==> src/weight_prune_splice_mask_defines.svh <==
// assertion macros for the pruning mask unit
`ifndef WEIGHT_PRUNE_SPLICE_MASK_DEFINES_SVH
`define WEIGHT_PRUNE_SPLICE_MASK_DEFINES_SVH

// checked only outside reset
`define WPS_ASSERT(lbl, prop, msg) \
  lbl: assert property (@(posedge clk_i) disable iff (!rst_ni) prop) else $error(msg);

// checked during reset as well
`define WPS_ASSERT_ALWAYS(lbl, prop, msg) \
  lbl: assert property (@(posedge clk_i) prop) else $error(msg);

`endif

==> src/wps_pkg.sv <==
// ----------------------------------------------------------------------------
// wps_pkg
// Types and constants shared by the pruning mask unit.
// ----------------------------------------------------------------------------
package wps_pkg;

  localparam int unsigned WEIGHT_BITS = 16;
  localparam int unsigned MAG_BITS    = WEIGHT_BITS - 1;
  localparam int unsigned ABS_W       = 36;
  localparam int unsigned SQ_W        = 50;
  localparam int unsigned CNT_W       = 21;
  localparam int unsigned RATIO_W     = 16;
  localparam int unsigned PROD_W      = 32;
  localparam int unsigned MAX_WEIGHTS = 1048576;
  localparam int unsigned DIV_STEPS   = SQ_W;
  localparam int unsigned SQRT_STEPS  = SQ_W / 2;
  localparam logic [RATIO_W-1:0] RATIO_RESET = 16'd4096;

  localparam logic [1:0] OP_ACCUM    = 2'd0;
  localparam logic [1:0] OP_FINALIZE = 2'd1;
  localparam logic [1:0] OP_CLASSIFY = 2'd2;
  localparam logic [1:0] OP_UNUSED   = 2'd3;

  typedef enum logic [1:0] {
    K_ACCUM,
    K_FINAL,
    K_CLASS
  } kind_e;

  typedef enum logic [2:0] {
    ST_IDLE,
    ST_DIV,
    ST_MEAN,
    ST_VAR,
    ST_SQRT,
    ST_DONE,
    ST_PREP
  } state_e;

  typedef struct packed {
    logic [1:0]                    opcode;
    logic signed [WEIGHT_BITS-1:0] weight_value;
    logic                          mask_in;
  } in_t;

  typedef struct packed {
    logic                          result_kind;
    logic                          new_mask;
    logic signed [WEIGHT_BITS-1:0] masked_weight;
    logic [MAG_BITS-1:0]           mean_abs_out;
    logic [MAG_BITS-1:0]           std_dev_out;
  } out_t;

  typedef struct packed {
    kind_e                  kind;
    logic [WEIGHT_BITS-1:0] wraw;
    logic [WEIGHT_BITS-1:0] mag;
    logic                   mask;
  } entry_t;

endpackage

==> src/wps_front.sv <==
// ----------------------------------------------------------------------------
// wps_front
// Accepts input transactions, decodes them and holds them in a two-entry queue.
// ----------------------------------------------------------------------------
module wps_front import wps_pkg::*; (
  input  logic   clk_i,
  input  logic   rst_ni,
  input  logic   in_valid_i,
  output logic   in_ready_o,
  input  in_t    in_data_i,
  output logic   head_valid_o,
  output entry_t head_o,
  input  logic   pop_i
);

  entry_t      mem_q [2];
  logic        wr_ptr_q, wr_ptr_d, rd_ptr_q, rd_ptr_d;
  logic [1:0]  count_q, count_d;
  entry_t      ent;
  logic        push, pop;

  always_comb begin
    ent.wraw = in_data_i.weight_value;
    ent.mask = in_data_i.mask_in;
    ent.mag  = in_data_i.weight_value[WEIGHT_BITS-1] ? (~ent.wraw + 1'b1) : ent.wraw;
    case (in_data_i.opcode)
      OP_ACCUM:    ent.kind = K_ACCUM;
      OP_FINALIZE: ent.kind = K_FINAL;
      default:     ent.kind = K_CLASS;
    endcase
  end

  assign in_ready_o   = (count_q != 2'd2);
  // unused opcode is taken and dropped
  assign push         = in_valid_i && in_ready_o && (in_data_i.opcode != OP_UNUSED);
  assign head_valid_o = (count_q != 2'd0);
  assign pop          = pop_i && head_valid_o;
  assign head_o       = mem_q[rd_ptr_q];

  always_comb begin
    wr_ptr_d = push ? ~wr_ptr_q : wr_ptr_q;
    rd_ptr_d = pop ? ~rd_ptr_q : rd_ptr_q;
    count_d  = count_q + {1'b0, push} - {1'b0, pop};
  end

  always_ff @(posedge clk_i or negedge rst_ni) begin
    if (!rst_ni) begin
      wr_ptr_q <= 1'b0;
      rd_ptr_q <= 1'b0;
      count_q  <= 2'd0;
    end else begin
      wr_ptr_q <= wr_ptr_d;
      rd_ptr_q <= rd_ptr_d;
      count_q  <= count_d;
    end
  end

  always_ff @(posedge clk_i) begin
    if (push) begin
      mem_q[wr_ptr_q] <= ent;
    end
  end

endmodule

==> src/wps_back.sv <==
// ----------------------------------------------------------------------------
// wps_back
// Executes queued items: accumulation, finalize (divide, square root) and
// threshold classification, with a registered result slot.
// ----------------------------------------------------------------------------
module wps_back import wps_pkg::*; (
  input  logic               clk_i,
  input  logic               rst_ni,
  input  logic               cfg_we_i,
  input  logic [RATIO_W-1:0] cfg_data_i,
  input  logic               head_valid_i,
  input  entry_t             head_i,
  output logic               pop_o,
  output logic               out_valid_o,
  input  logic               out_ready_i,
  output out_t               out_data_o
);

  localparam logic [MAG_BITS-1:0] MAG_MAX = '1;

  state_e               state_q, state_d;
  logic [RATIO_W-1:0]   ratio_q;
  logic [ABS_W-1:0]     abs_q;
  logic [SQ_W-1:0]      sq_q;
  logic [CNT_W-1:0]     cnt_q;
  logic [MAG_BITS-1:0]  mean_q, std_q, m_q;
  logic [PROD_W-1:0]    p_q;
  logic [SQ_W-1:0]      qa_q, qs_q, rad_q;
  logic [CNT_W-1:0]     ra_q, rs_q;
  logic [5:0]           step_q;
  logic [27:0]          srem_q;
  logic [25:0]          sroot_q;
  out_t                 out_q;
  logic                 out_valid_q;

  logic                 out_free, take, load_out;
  logic                 acc_en;
  logic [ABS_W:0]       abs_sum;
  logic [SQ_W:0]        sq_sum;
  logic [PROD_W-1:0]    mag_sq, lhs;
  logic [PROD_W+3:0]    p9, p11;
  logic                 nm;
  logic [CNT_W:0]       ta, ts;
  logic                 ga, gs;
  logic [27:0]          st, trial;
  logic                 gq;
  logic [2*MAG_BITS-1:0] msq;
  out_t                 cls_out, stat_out;
  logic [MAG_BITS-1:0]  std_sat;

  assign out_free = !out_valid_q || out_ready_i;
  assign take     = head_valid_i && (state_q == ST_IDLE) &&
                    ((head_i.kind != K_CLASS) || out_free);
  assign pop_o    = take;

  // accumulate datapath
  assign acc_en  = take && (head_i.kind == K_ACCUM) && head_i.mask &&
                   (head_i.mag != '0) && (cnt_q < CNT_W'(MAX_WEIGHTS));
  assign mag_sq  = PROD_W'(head_i.mag) * PROD_W'(head_i.mag);
  assign abs_sum = {1'b0, abs_q} + (ABS_W+1)'(head_i.mag);
  assign sq_sum  = {1'b0, sq_q} + (SQ_W+1)'(mag_sq);

  // classify: 40960*|w| against 9p and 11p
  assign lhs = {1'b0, head_i.mag, 15'b0} + {3'b0, head_i.mag, 13'b0};
  assign p9  = {p_q, 3'b0} + (PROD_W+4)'(p_q);
  assign p11 = {p_q, 3'b0} + (PROD_W+4)'({p_q, 1'b0}) + (PROD_W+4)'(p_q);
  assign nm  = head_i.mask ? !((PROD_W+4)'(lhs) <= p9) : ((PROD_W+4)'(lhs) > p11);

  always_comb begin
    cls_out.result_kind   = 1'b0;
    cls_out.new_mask      = nm;
    cls_out.masked_weight = nm ? head_i.wraw : '0;
    cls_out.mean_abs_out  = mean_q;
    cls_out.std_dev_out   = std_q;
  end

  // restoring division, one quotient bit per cycle on both sums
  assign ta = {ra_q, qa_q[SQ_W-1]};
  assign ts = {rs_q, qs_q[SQ_W-1]};
  assign ga = ta >= {1'b0, cnt_q};
  assign gs = ts >= {1'b0, cnt_q};

  // digit-by-digit square root, two radicand bits per cycle
  assign st    = {srem_q[25:0], rad_q[SQ_W-1 -: 2]};
  assign trial = {sroot_q, 2'b01};
  assign gq    = st >= trial;

  assign msq     = (2*MAG_BITS)'(m_q) * (2*MAG_BITS)'(m_q);
  assign std_sat = (sroot_q[25:MAG_BITS] != '0) ? MAG_MAX : sroot_q[MAG_BITS-1:0];

  always_comb begin
    stat_out.result_kind   = 1'b1;
    stat_out.new_mask      = 1'b0;
    stat_out.masked_weight = '0;
    stat_out.mean_abs_out  = m_q;
    stat_out.std_dev_out   = std_sat;
  end

  always_comb begin
    state_d  = state_q;
    load_out = 1'b0;
    case (state_q)
      ST_IDLE: begin
        if (take && head_i.kind == K_FINAL) begin
          state_d = (cnt_q == '0) ? ST_DONE : ST_DIV;
        end
        load_out = take && (head_i.kind == K_CLASS);
      end
      ST_DIV:  if (step_q == 6'(DIV_STEPS - 1)) state_d = ST_MEAN;
      ST_MEAN: state_d = ST_VAR;
      ST_VAR:  state_d = ST_SQRT;
      ST_SQRT: if (step_q == 6'(SQRT_STEPS - 1)) state_d = ST_DONE;
      ST_DONE: begin
        if (out_free) begin
          load_out = 1'b1;
          state_d  = ST_PREP;
        end
      end
      ST_PREP: state_d = ST_IDLE;
      default: state_d = ST_IDLE;
    endcase
  end

  always_ff @(posedge clk_i or negedge rst_ni) begin
    if (!rst_ni) begin
      state_q     <= ST_IDLE;
      out_valid_q <= 1'b0;
      ratio_q     <= RATIO_RESET;
      abs_q       <= '0;
      sq_q        <= '0;
      cnt_q       <= '0;
      mean_q      <= '0;
      std_q       <= '0;
    end else begin
      state_q     <= state_d;
      out_valid_q <= load_out || (out_valid_q && !out_ready_i);
      if (cfg_we_i) ratio_q <= cfg_data_i;
      if (acc_en) begin
        abs_q <= abs_sum[ABS_W] ? '1 : abs_sum[ABS_W-1:0];
        sq_q  <= (sq_sum > (SQ_W+1)'({SQ_W{1'b1}})) ? '1 : sq_sum[SQ_W-1:0];
        cnt_q <= cnt_q + 1'b1;
      end
      if (state_q == ST_DONE && out_free) begin
        mean_q <= m_q;
        std_q  <= std_sat;
        abs_q  <= '0;
        sq_q   <= '0;
        cnt_q  <= '0;
      end
    end
  end

  always_ff @(posedge clk_i) begin
    // threshold product follows ratio and latched statistics
    p_q <= PROD_W'(ratio_q) * PROD_W'(mean_q) + PROD_W'(ratio_q) * PROD_W'(std_q);
    if (load_out) out_q <= (state_q == ST_DONE) ? stat_out : cls_out;
    case (state_q)
      ST_IDLE: begin
        qa_q    <= SQ_W'(abs_q);
        qs_q    <= sq_q;
        ra_q    <= '0;
        rs_q    <= '0;
        step_q  <= '0;
        m_q     <= '0;
        srem_q  <= '0;
        sroot_q <= '0;
      end
      ST_DIV: begin
        qa_q   <= {qa_q[SQ_W-2:0], ga};
        qs_q   <= {qs_q[SQ_W-2:0], gs};
        ra_q   <= ga ? CNT_W'(ta - {1'b0, cnt_q}) : ta[CNT_W-1:0];
        rs_q   <= gs ? CNT_W'(ts - {1'b0, cnt_q}) : ts[CNT_W-1:0];
        step_q <= step_q + 1'b1;
      end
      ST_MEAN: begin
        m_q    <= (qa_q[SQ_W-1:MAG_BITS] != '0) ? MAG_MAX : qa_q[MAG_BITS-1:0];
        step_q <= '0;
      end
      ST_VAR: begin
        rad_q <= (qs_q > SQ_W'(msq)) ? (qs_q - SQ_W'(msq)) : '0;
      end
      ST_SQRT: begin
        srem_q  <= gq ? (st - trial) : st;
        sroot_q <= {sroot_q[24:0], gq};
        rad_q   <= {rad_q[SQ_W-3:0], 2'b00};
        step_q  <= step_q + 1'b1;
      end
      default: ;
    endcase
  end

  assign out_valid_o = out_valid_q;
  assign out_data_o  = out_q;

endmodule

==> src/weight_prune_splice_mask.sv <==
// ----------------------------------------------------------------------------
// weight_prune_splice_mask
// Pruning and splicing mask unit with running statistics of kept weights.
// ----------------------------------------------------------------------------
// Input channel in_valid_i/in_ready_o carries opcode, weight and mask bit.
// Output channel out_valid_o/out_ready_i carries one result for each finalize
// and classify transaction; accumulate and the unused opcode give none.
// cfg_we_i writes the 16-bit threshold ratio (Q4.12).
// Accumulate and classify run one per cycle while the back end is idle and,
// for classify, the result slot is free; a classify result appears on the
// cycle after the item leaves the two-entry queue. Finalize holds the back
// end through the bit-serial divider, the saturation of the mean and the
// variance, the square root, the result load (which waits for a free result
// slot) and the threshold product refresh; with an empty count it goes
// straight to the result load and refresh.
// Following items wait in the queue meanwhile.
// Reset clears the sums, count and statistics and sets the ratio to 1.0.
// When the receiver stalls, the result register holds and the queue fills,
// after which in_ready_o drops.
// ----------------------------------------------------------------------------
`include "weight_prune_splice_mask_defines.svh"

module weight_prune_splice_mask import wps_pkg::*; (
  input  logic               clk_i,
  input  logic               rst_ni,
  input  logic               cfg_we_i,
  input  logic [RATIO_W-1:0] cfg_data_i,
  input  logic               in_valid_i,
  output logic               in_ready_o,
  input  in_t                in_data_i,
  output logic               out_valid_o,
  input  logic               out_ready_i,
  output out_t               out_data_o
);

  logic   head_valid, pop;
  entry_t head;

  wps_front u_front (
    .clk_i        (clk_i),
    .rst_ni       (rst_ni),
    .in_valid_i   (in_valid_i),
    .in_ready_o   (in_ready_o),
    .in_data_i    (in_data_i),
    .head_valid_o (head_valid),
    .head_o       (head),
    .pop_i        (pop)
  );

  wps_back u_back (
    .clk_i        (clk_i),
    .rst_ni       (rst_ni),
    .cfg_we_i     (cfg_we_i),
    .cfg_data_i   (cfg_data_i),
    .head_valid_i (head_valid),
    .head_i       (head),
    .pop_o        (pop),
    .out_valid_o  (out_valid_o),
    .out_ready_i  (out_ready_i),
    .out_data_o   (out_data_o)
  );

  `WPS_ASSERT(a_stat_clean, out_valid_o && out_data_o.result_kind |-> !out_data_o.new_mask && out_data_o.masked_weight == '0, "statistics result carries a weight")
  `WPS_ASSERT(a_pruned_zero, out_valid_o && !out_data_o.new_mask |-> out_data_o.masked_weight == '0, "pruned weight not zeroed")
  `WPS_ASSERT(a_pop_needs_head, pop |-> head_valid, "queue popped while empty")
  `WPS_ASSERT_ALWAYS(a_reset_quiet, !rst_ni |=> !out_valid_o, "result valid after reset")

endmodule
==> config.mk <==
export PLATFORM = sky130hd
export DESIGN_NAME = weight_prune_splice_mask
export DESIGN_NICKNAME = d
export VERILOG_FILES = /design/src/wps_pkg.sv /design/src/wps_front.sv /design/src/wps_back.sv /design/src/weight_prune_splice_mask.sv
export VERILOG_INCLUDE_DIRS = /design/src /design/src/src
export SDC_FILE = /design/constraint.sdc
export NUM_CORES = 2
export LEC_CHECK = 0
export ABC_AREA = 0
export ABC_CLOCK_PERIOD_IN_PS = 25500
export BUFFER_PORTS_ARGS = -buffer_cell sky130_fd_sc_hd__buf_2
export CORE_MARGIN = 10
export CORE_UTILIZATION = 45
export CTS_CLUSTER_DIAMETER = 40
export DETAILED_ROUTE_END_ITERATION = 6
export GPL_TIMING_DRIVEN = 1
export MAX_ROUTING_LAYER = met4
export PLACE_DENSITY = 0.57
export RECOVER_POWER = 25
export SLEW_MARGIN = 20
export SYNTH_ARGS = -nofsm -noshare
export SYNTH_HDL_FRONTEND = slang
export SYNTH_SLANG_ARGS = --single-unit
==> constraint.sdc <==
create_clock -name clk_i -period 25.5 [get_ports clk_i]
set_input_delay 1.275 -clock clk_i [delete_from_list [all_inputs] [get_ports clk_i]]
set_output_delay 1.275 -clock clk_i [all_outputs]
set_load 0.05 [all_outputs]
# --- Word level (Yosys, flattened, before mapping) ---
# Memories as Yosys holds them, arrays and structs flattened.
# Index checks and enable logic that the tools add are counted.
totals:
  input_bits: 40
  ram_bits: 70
  out_inout_bits: 50
  elab_cells: 151
  memories: 1
  reg_bits: 506
op_classes:
  n_mul: 4
  n_eq_ne: 17
  addsub: 16
  muxes: 38
  n_bitwise: 4
  reduce_logical: 37
  magnitude_cmp: 8
memory_table:
  columns: ["name", "depth", "width", "read_ports", "rd_ports_with_merged_regs", "write_ports", "line", "text"]
  rows:
  - ["u_front.mem_q", 2, 35, 1, 0, 1, "wps_front.sv:16", "entry_t mem_q [2];"]
ops:
  columns: ["cell", "count"]
  rows:
  - ["case mux 50 bit (2 select lines)", 3]
  - ["two-way mux 50 bit", 4]
  - ["two-way mux 36 bit", 3]
  - ["case mux 26 bit (2 select lines)", 2]
  - ["two-way mux 21 bit", 4]
  - ["case mux 21 bit (2 select lines)", 2]
  - ["multiplier 16 x 15 -> 31 bit", 2]
  - ["adder 50 x 32 -> 51 bit", 1]
  - ["greater-than comparator 51 x 50 -> 1 bit (second input constant)", 1]
  - ["greater-than comparator 50 x 30 -> 1 bit", 1]
  - ["subtractor 50 x 30 -> 50 bit", 1]
  - ["two-way mux 48 bit", 1]
  - ["greater-or-equal comparator 22 x 21 -> 1 bit", 2]
  - ["subtractor 21 bit", 2]
  - ["adder 36 x 16 -> 37 bit", 1]
  - ["adder 35 x 32 -> 36 bit", 1]
  - ["adder 35 x 33 -> 36 bit", 1]
  - ["adder 36 x 32 -> 36 bit", 1]
  - ["greater-than comparator 32 x 36 -> 1 bit", 1]
  - ["<= comparator 32 x 36 -> 1 bit", 1]
  - ["nonzero test 35 bit", 1]
  - ["adder 31 x 29 -> 32 bit", 1]
  - ["adder 31 x 31 -> 32 bit", 1]
  - ["multiplier 16 x 16 -> 32 bit", 1]
  - ["41 further kinds", 85]

# --- Longest topological paths before layout ---
depth:
  word_depth: 10
  mapped_depth: 37
  mapped_depth_nobuf: 35

# --- Hierarchy ---
# From an unflattened synthesis, not the netlist that was laid out.
unflattened:
  hier_cells: 6979
  area_unflattened_um2: 65153.7
modules_own_cells:
  columns: ["module", "area_per_inst_um2", "seq_area_each_um2", "cells_per_inst", "n_inst"]
  rows:
  - ["wps_back", 62140.8, 13969.6, 6806, 1]
  - ["wps_front", 3012.9, 2142.1, 173, 1]

# --- Worst setup path before layout ---
# OpenSTA, ideal clock, no wires.
synth_path:
  path_kind: "flip-flop to flip-flop"
  from: "register u_back.m_q[6]"
  to: "register u_back.rad_q[40], data pin"
  path_slack_ns: 17.203
  required_time_ns: 25.239
  setup_ns: 0.261
  path_stages_with_launch: 36
  arrival_time_ns: 8.035
  n_path_buf: 3
  synth_period_minus_slack_ns: 8.297
  path_cell_list: "edfxtp_1 clkbuf_1 and2_1 fa_1 inv_1 fa_1 inv_1 fa_1 inv_1 fa_1 inv_1 fa_1 inv_1 fa_1 inv_1 ha_1 o21ai_0 o2bb2a_1 o31a_1 a211oi_1 o311a_1 nor2_1 a31oi_1 a21bo_2 a21oi_1 xor2_1 ha_1 nand3_1 nor4_1 nand4_1 a2111oi_0 a21boi_2 or2_1 buf_2 buf_2 o21ai_0"
synth_between:
  elab_chain_cells: 4
  elab_cells_between_ends: 5
  cone_classes: "add/sub: 1; mul: 1; order compare: 1; mux: 2"
synth_rtl:
  columns: ["element", "line", "text"]
  rows:
  - ["start, declared", "wps_back.sv:26", "logic [MAG_BITS-1:0] mean_q, std_q, m_q;"]
  - ["start signal, assigned", "wps_back.sv:176", "m_q <= (qa_q[SQ_W-1:MAG_BITS] != '0) ? MAG_MAX : qa_q[MAG_BITS-1:0];"]
  - ["multiplier 15 x 15 -> 30 bit (*)", "wps_back.sv:88", "assign msq = (2*MAG_BITS)'(m_q) * (2*MAG_BITS)'(m_q);"]
  - ["subtractor 50 x 30 -> 50 bit / greater-than comparator 50 x 30 -> 1 bit (equally long branches)", "wps_back.sv:180", "rad_q <= (qs_q > SQ_W'(msq)) ? (qs_q - SQ_W'(msq)) : '0;"]
  - ["two-way mux 50 bit (*)", "wps_back.sv:180", null]
  - ["case mux 50 bit (2 select lines) (*)", "wps_back.sv:157", "case (state_q)"]
  - ["end signal, assigned", "wps_back.sv:180", null]
  - ["end signal, assigned", "wps_back.sv:185", "rad_q <= {rad_q[SQ_W-3:0], 2'b00};"]
  - ["end, declared", "wps_back.sv:28", "logic [SQ_W-1:0] qa_q, qs_q, rad_q;"]
# Every way passes the cells marked *; elsewhere a longest branch is shown, timed or not.
# A chain may end at the register's enable or synchronous reset.

# --- Worst setup path in the final report ---
layout_path:
  from: "register u_back.m_q[3]"
  to: "register u_back.rad_q[40], data pin"
# Same word-level chain as after synthesis.

==> results.json <==
{
  "finalHoldViolations": 0,
  "cpMostUsedCell": "inv_1",
  "synth_nets": 8361,
  "cts_tree": "yes",
  "finalCritPeriodShare": 0.388,
  "cp.arrival_ns": 10.37,
  "hp-class": "reg2reg",
  "drc_errors": 0,
  "clk_latency_ns": 0.76,
  "status": "finished, violations left",
  "dieWidth_microns": 399,
  "via_count": 47500,
  "synth_edf_count": 381,
  "postPlaceCellArea_sq_mm": 0.0670,
  "slowest_delay_ns": 0.57,
  "antenna_left": 0,
  "cp-end-kind": "flop",
  "fmax_mhz": 101,
  "max-clock-path-buffers": 3,
  "grt_pass1_vias": 48800,
  "avgSynthCellArea_sq_um": 9.34,
  "max-cap-violations": 5,
  "finalWirelength_microns": 168000,
  "rsz0062_at_grt": "no",
  "grt_usage": 0.219,
  "setup_tns_ns": 0,
  "r2r_end": "u_back.rad_q[40]$_DFFE_PP_",
  "syn_area_sq_mm": 0.0647,
  "worstRegToRegCells": 34,
  "synth-main-ff-cell": "edfxtp_1",
  "max-slew-margin-rel": -2.23,
  "violations": "max-capacitance violations, max-slew violations",
  "cts_made_buffers": 105,
  "antenna_found_initial": 3,
  "cts_root_buf": "clkbuf_16",
  "clock_sinks": 574,
  "cts_resized": 0,
  "drt_iter0_markers": 3182,
  "post-cts-setup-buffers": 0,
  "pin_count": 90,
  "initial_core_util": 0.452,
  "synth_cell_types": 87,
  "crit_start": "u_back.m_q[3]$_SDFFCE_PN0P_",
  "post-route-util": 0.494,
  "fp.dieArea_sq_mm": 0.159,
  "gp_congestion": 0.887,
  "cp_num_buf_inv": 8,
  "overflow": 0,
  "crit_fanout": 33,
  "dp_hpwl_microns": 132000,
  "crit_cells": 34,
  "yosysSeqAreaShare": 0.249,
  "tightest_slew_ns": 4.84,
  "yosysWarnings": 0,
  "critPathRequiredTime_ns": 25.97,
  "grt_pass1_wl_microns": 272000,
  "path_class": "reg2reg",
  "finClkSkew_ns": 0.0933,
  "dieHeight_microns": 399,
  "post_drt_wl_per_cell_microns": 18.8,
  "dr.pass1.iters": 6,
  "worst_setup_path_start_kind": "flop",
  "hold_buffers": 0,
  "viasPerCell": 5.32,
  "core_sq_mm": 0.143,
  "port_buffers": 89,
  "critical-path-slowest-cell": "edfxtp_1",
  "maxSlewViolCount": 275,
  "drive_above_1_share": 0.0559,
  "fillers": 13500,
  "r2r_setup_slack_ns": 15.61,
  "critPathTopFamily": "adder cells",
  "min_period_ns": 9.89,
  "async_flop_share": 0.280,
  "fin_area_sq_mm": 0.0707,
  "cts_htree_levels": 3,
  "clkSlewWorstSetupHoldPaths_ns": 0.05,
  "rows": 139,
  "nets": 8354,
  "setup_viol": 0,
  "r2r-start": "u_back.m_q[3]$_SDFFCE_PN0P_",
  "cp-endpoint": "u_back.rad_q[40]$_DFFE_PP_",
  "syn_to_final_growth_pct": 9.38,
  "grt_max_degree": 94,
  "ys_seq_elements": 574,
  "synthCells": 6924
}
==> flip-flops by register name (all words and copies together), names as in the netlist, 26 cells and up <==
register / cells
u_back.srem_q: 26
u_back.qa_q: 50
u_back.out_data_o: 48
u_front.mem_q: 68
u_back.qs_q: 50
u_back.sq_q: 50
u_back.p_q: 32
u_back.sroot_q: 26
u_back.rad_q: 50
u_back.abs_q: 36
==> cells in the mapped netlist (9+ instances only) <==
library cell | number | share of area
a211o_1 | 10 | 0.0014
a211oi_1 | 45 | 0.0052
a21boi_0 | 16 | 0.0019
a21o_1 | 136 | 0.016
a21oi_1 | 303 | 0.023
a311oi_1 | 12 | 0.0016
a31o_2 | 22 | 0.0030
a31oi_1 | 53 | 0.0051
and2_1 | 233 | 0.023
and3_1 | 54 | 0.0052
and4_1 | 12 | 0.0016
buf_1 | 10 | 0.00058
buf_2 | 9 | 0.00070
clkbuf_1 | 235 | 0.014
dfrtp_1 | 160 | 0.062
dfxtp_1 | 32 | 0.0099
edfxtp_1 | 381 | 0.18
fa_1 | 786 | 0.24
ha_1 | 611 | 0.12
inv_1 | 1175 | 0.068
mux2_2 | 19 | 0.0033
mux2i_1 | 65 | 0.010
nand2_1 | 1000 | 0.058
nand2b_1 | 49 | 0.0047
nand3_1 | 92 | 0.0071
nand4_1 | 41 | 0.0040
nor2_1 | 355 | 0.021
nor2b_1 | 37 | 0.0036
nor3_1 | 71 | 0.0055
nor4_1 | 39 | 0.0038
o211ai_1 | 11 | 0.0013
o21a_1 | 55 | 0.0064
o21ai_0 | 233 | 0.018
o21bai_1 | 20 | 0.0023
o31a_1 | 10 | 0.0014
o31ai_1 | 53 | 0.0062
or2_2 | 14 | 0.0014
or3_1 | 30 | 0.0029
xnor2_1 | 190 | 0.026
xor2_1 | 113 | 0.015
==> placed cells by master, fill, tap and decap left out, types with 53 or more instances in the layout <==
cell type,Yosys,routed
fa_1,786,786
and3_1,54,54
nand3_1,92,92
xnor2_1,190,190
nor2_1,355,351
inv_1,1175,1175
xor2_1,113,113
a21o_1,136,136
dfrtp_1,160,159
and2_1,233,230
clkbuf_16,0,106
o31ai_1,53,53
buf_2,9,69
a21oi_1,303,303
o21ai_0,233,232
o21a_1,55,55
mux2i_1,65,65
ha_1,611,611
nand2_1,1000,998
edfxtp_1,381,381
a31oi_1,53,53
nor3_1,71,70
==> final cells by class <==
| class | count | area [sq um] | share of cell area |
|---|---|---|---|
| Multi-Input combinational cell | 4912 | 43200 | 0.611 |
| Sequential cell | 574 | 16100 | 0.228 |
| Inverter | 1181 | 4430 | 0.0627 |
| Clock buffer | 115 | 2730 | 0.0385 |
| Tap cell | 1903 | 2380 | 0.0337 |
| Clock inverter | 85 | 1020 | 0.0144 |
| Timing Repair Buffer | 143 | 851 | 0.0120 |
| Antenna cell | 2 | 5.00 | 0.0000708 |
==> worst register-to-register path: cells and delay by family (launching register included) <==
kind	cells	cell delay, ns
fa+ha+maj	8	3.87
compound gates	11	2.63
simple gates	6	1.40
buf+inv	8	1.00
flops	1	0.57
xor+xnor	1	0.18
==> per-stage QoR <==
step | hold WS (ns) | std cells | setup WS, ns
after floorplan | 0.460 | 6924 | 17.20
after global placement | 0.487 | 8710 | 15.71
after detailed placement | 0.506 | 8710 | 15.64
after CTS | 0.513 | 8910 | 15.60
after global routing | 0.512 | 8914 | 14.95
final | 0.489 | 8915 | 15.61
==> cell families after synthesis <==
kind of cell,Yosys count,synth area share
AND/OR/NAND/NOR,2054,0.144
buffers and inverters,1438,0.0840
AO/OA/AOI/OAI,1074,0.107
adder cells (fa/ha/maj),1397,0.362
multiplexers,84,0.0134
flip-flops,574,0.249
XOR/XNOR,303,0.0410
==> how the worst min path moves through the flow <==
stage / cells after the start / to / startpoint
CTS: 2 / u_back.rad_q[20]$_DFFE_PP_ / u_back.rad_q[18]$_DFFE_PP_
global placement: 1 / u_front.count_q[1]$_DFF_PN0_ / u_front.count_q[1]$_DFF_PN0_
global route: 1 / u_front.wr_ptr_q$_DFFE_PN0P_ / u_front.wr_ptr_q$_DFFE_PN0P_
finish: 1 / u_front.wr_ptr_q$_DFFE_PN0P_ / u_front.wr_ptr_q$_DFFE_PN0P_
detailed placement: 1 / u_back.sq_q[19]$_DFFE_PN0P_ / u_back.sq_q[19]$_DFFE_PN0P_
floorplan: 1 / u_front.wr_ptr_q$_DFFE_PN0P_ / u_front.wr_ptr_q$_DFFE_PN0P_
==> metal layers <==
layer,vias to the layer above,track usage,share of wire
met5,-,-,0
met4,0,0.0464,0.021
met3,213,0.0246,0.042
met2,987,0.357,0.48
met1,23700,0.296,0.46
li1,22600,-,-
Power is not shown: default switching activity piles up to over one toggle a cycle in this logic, so the estimate is an artifact.
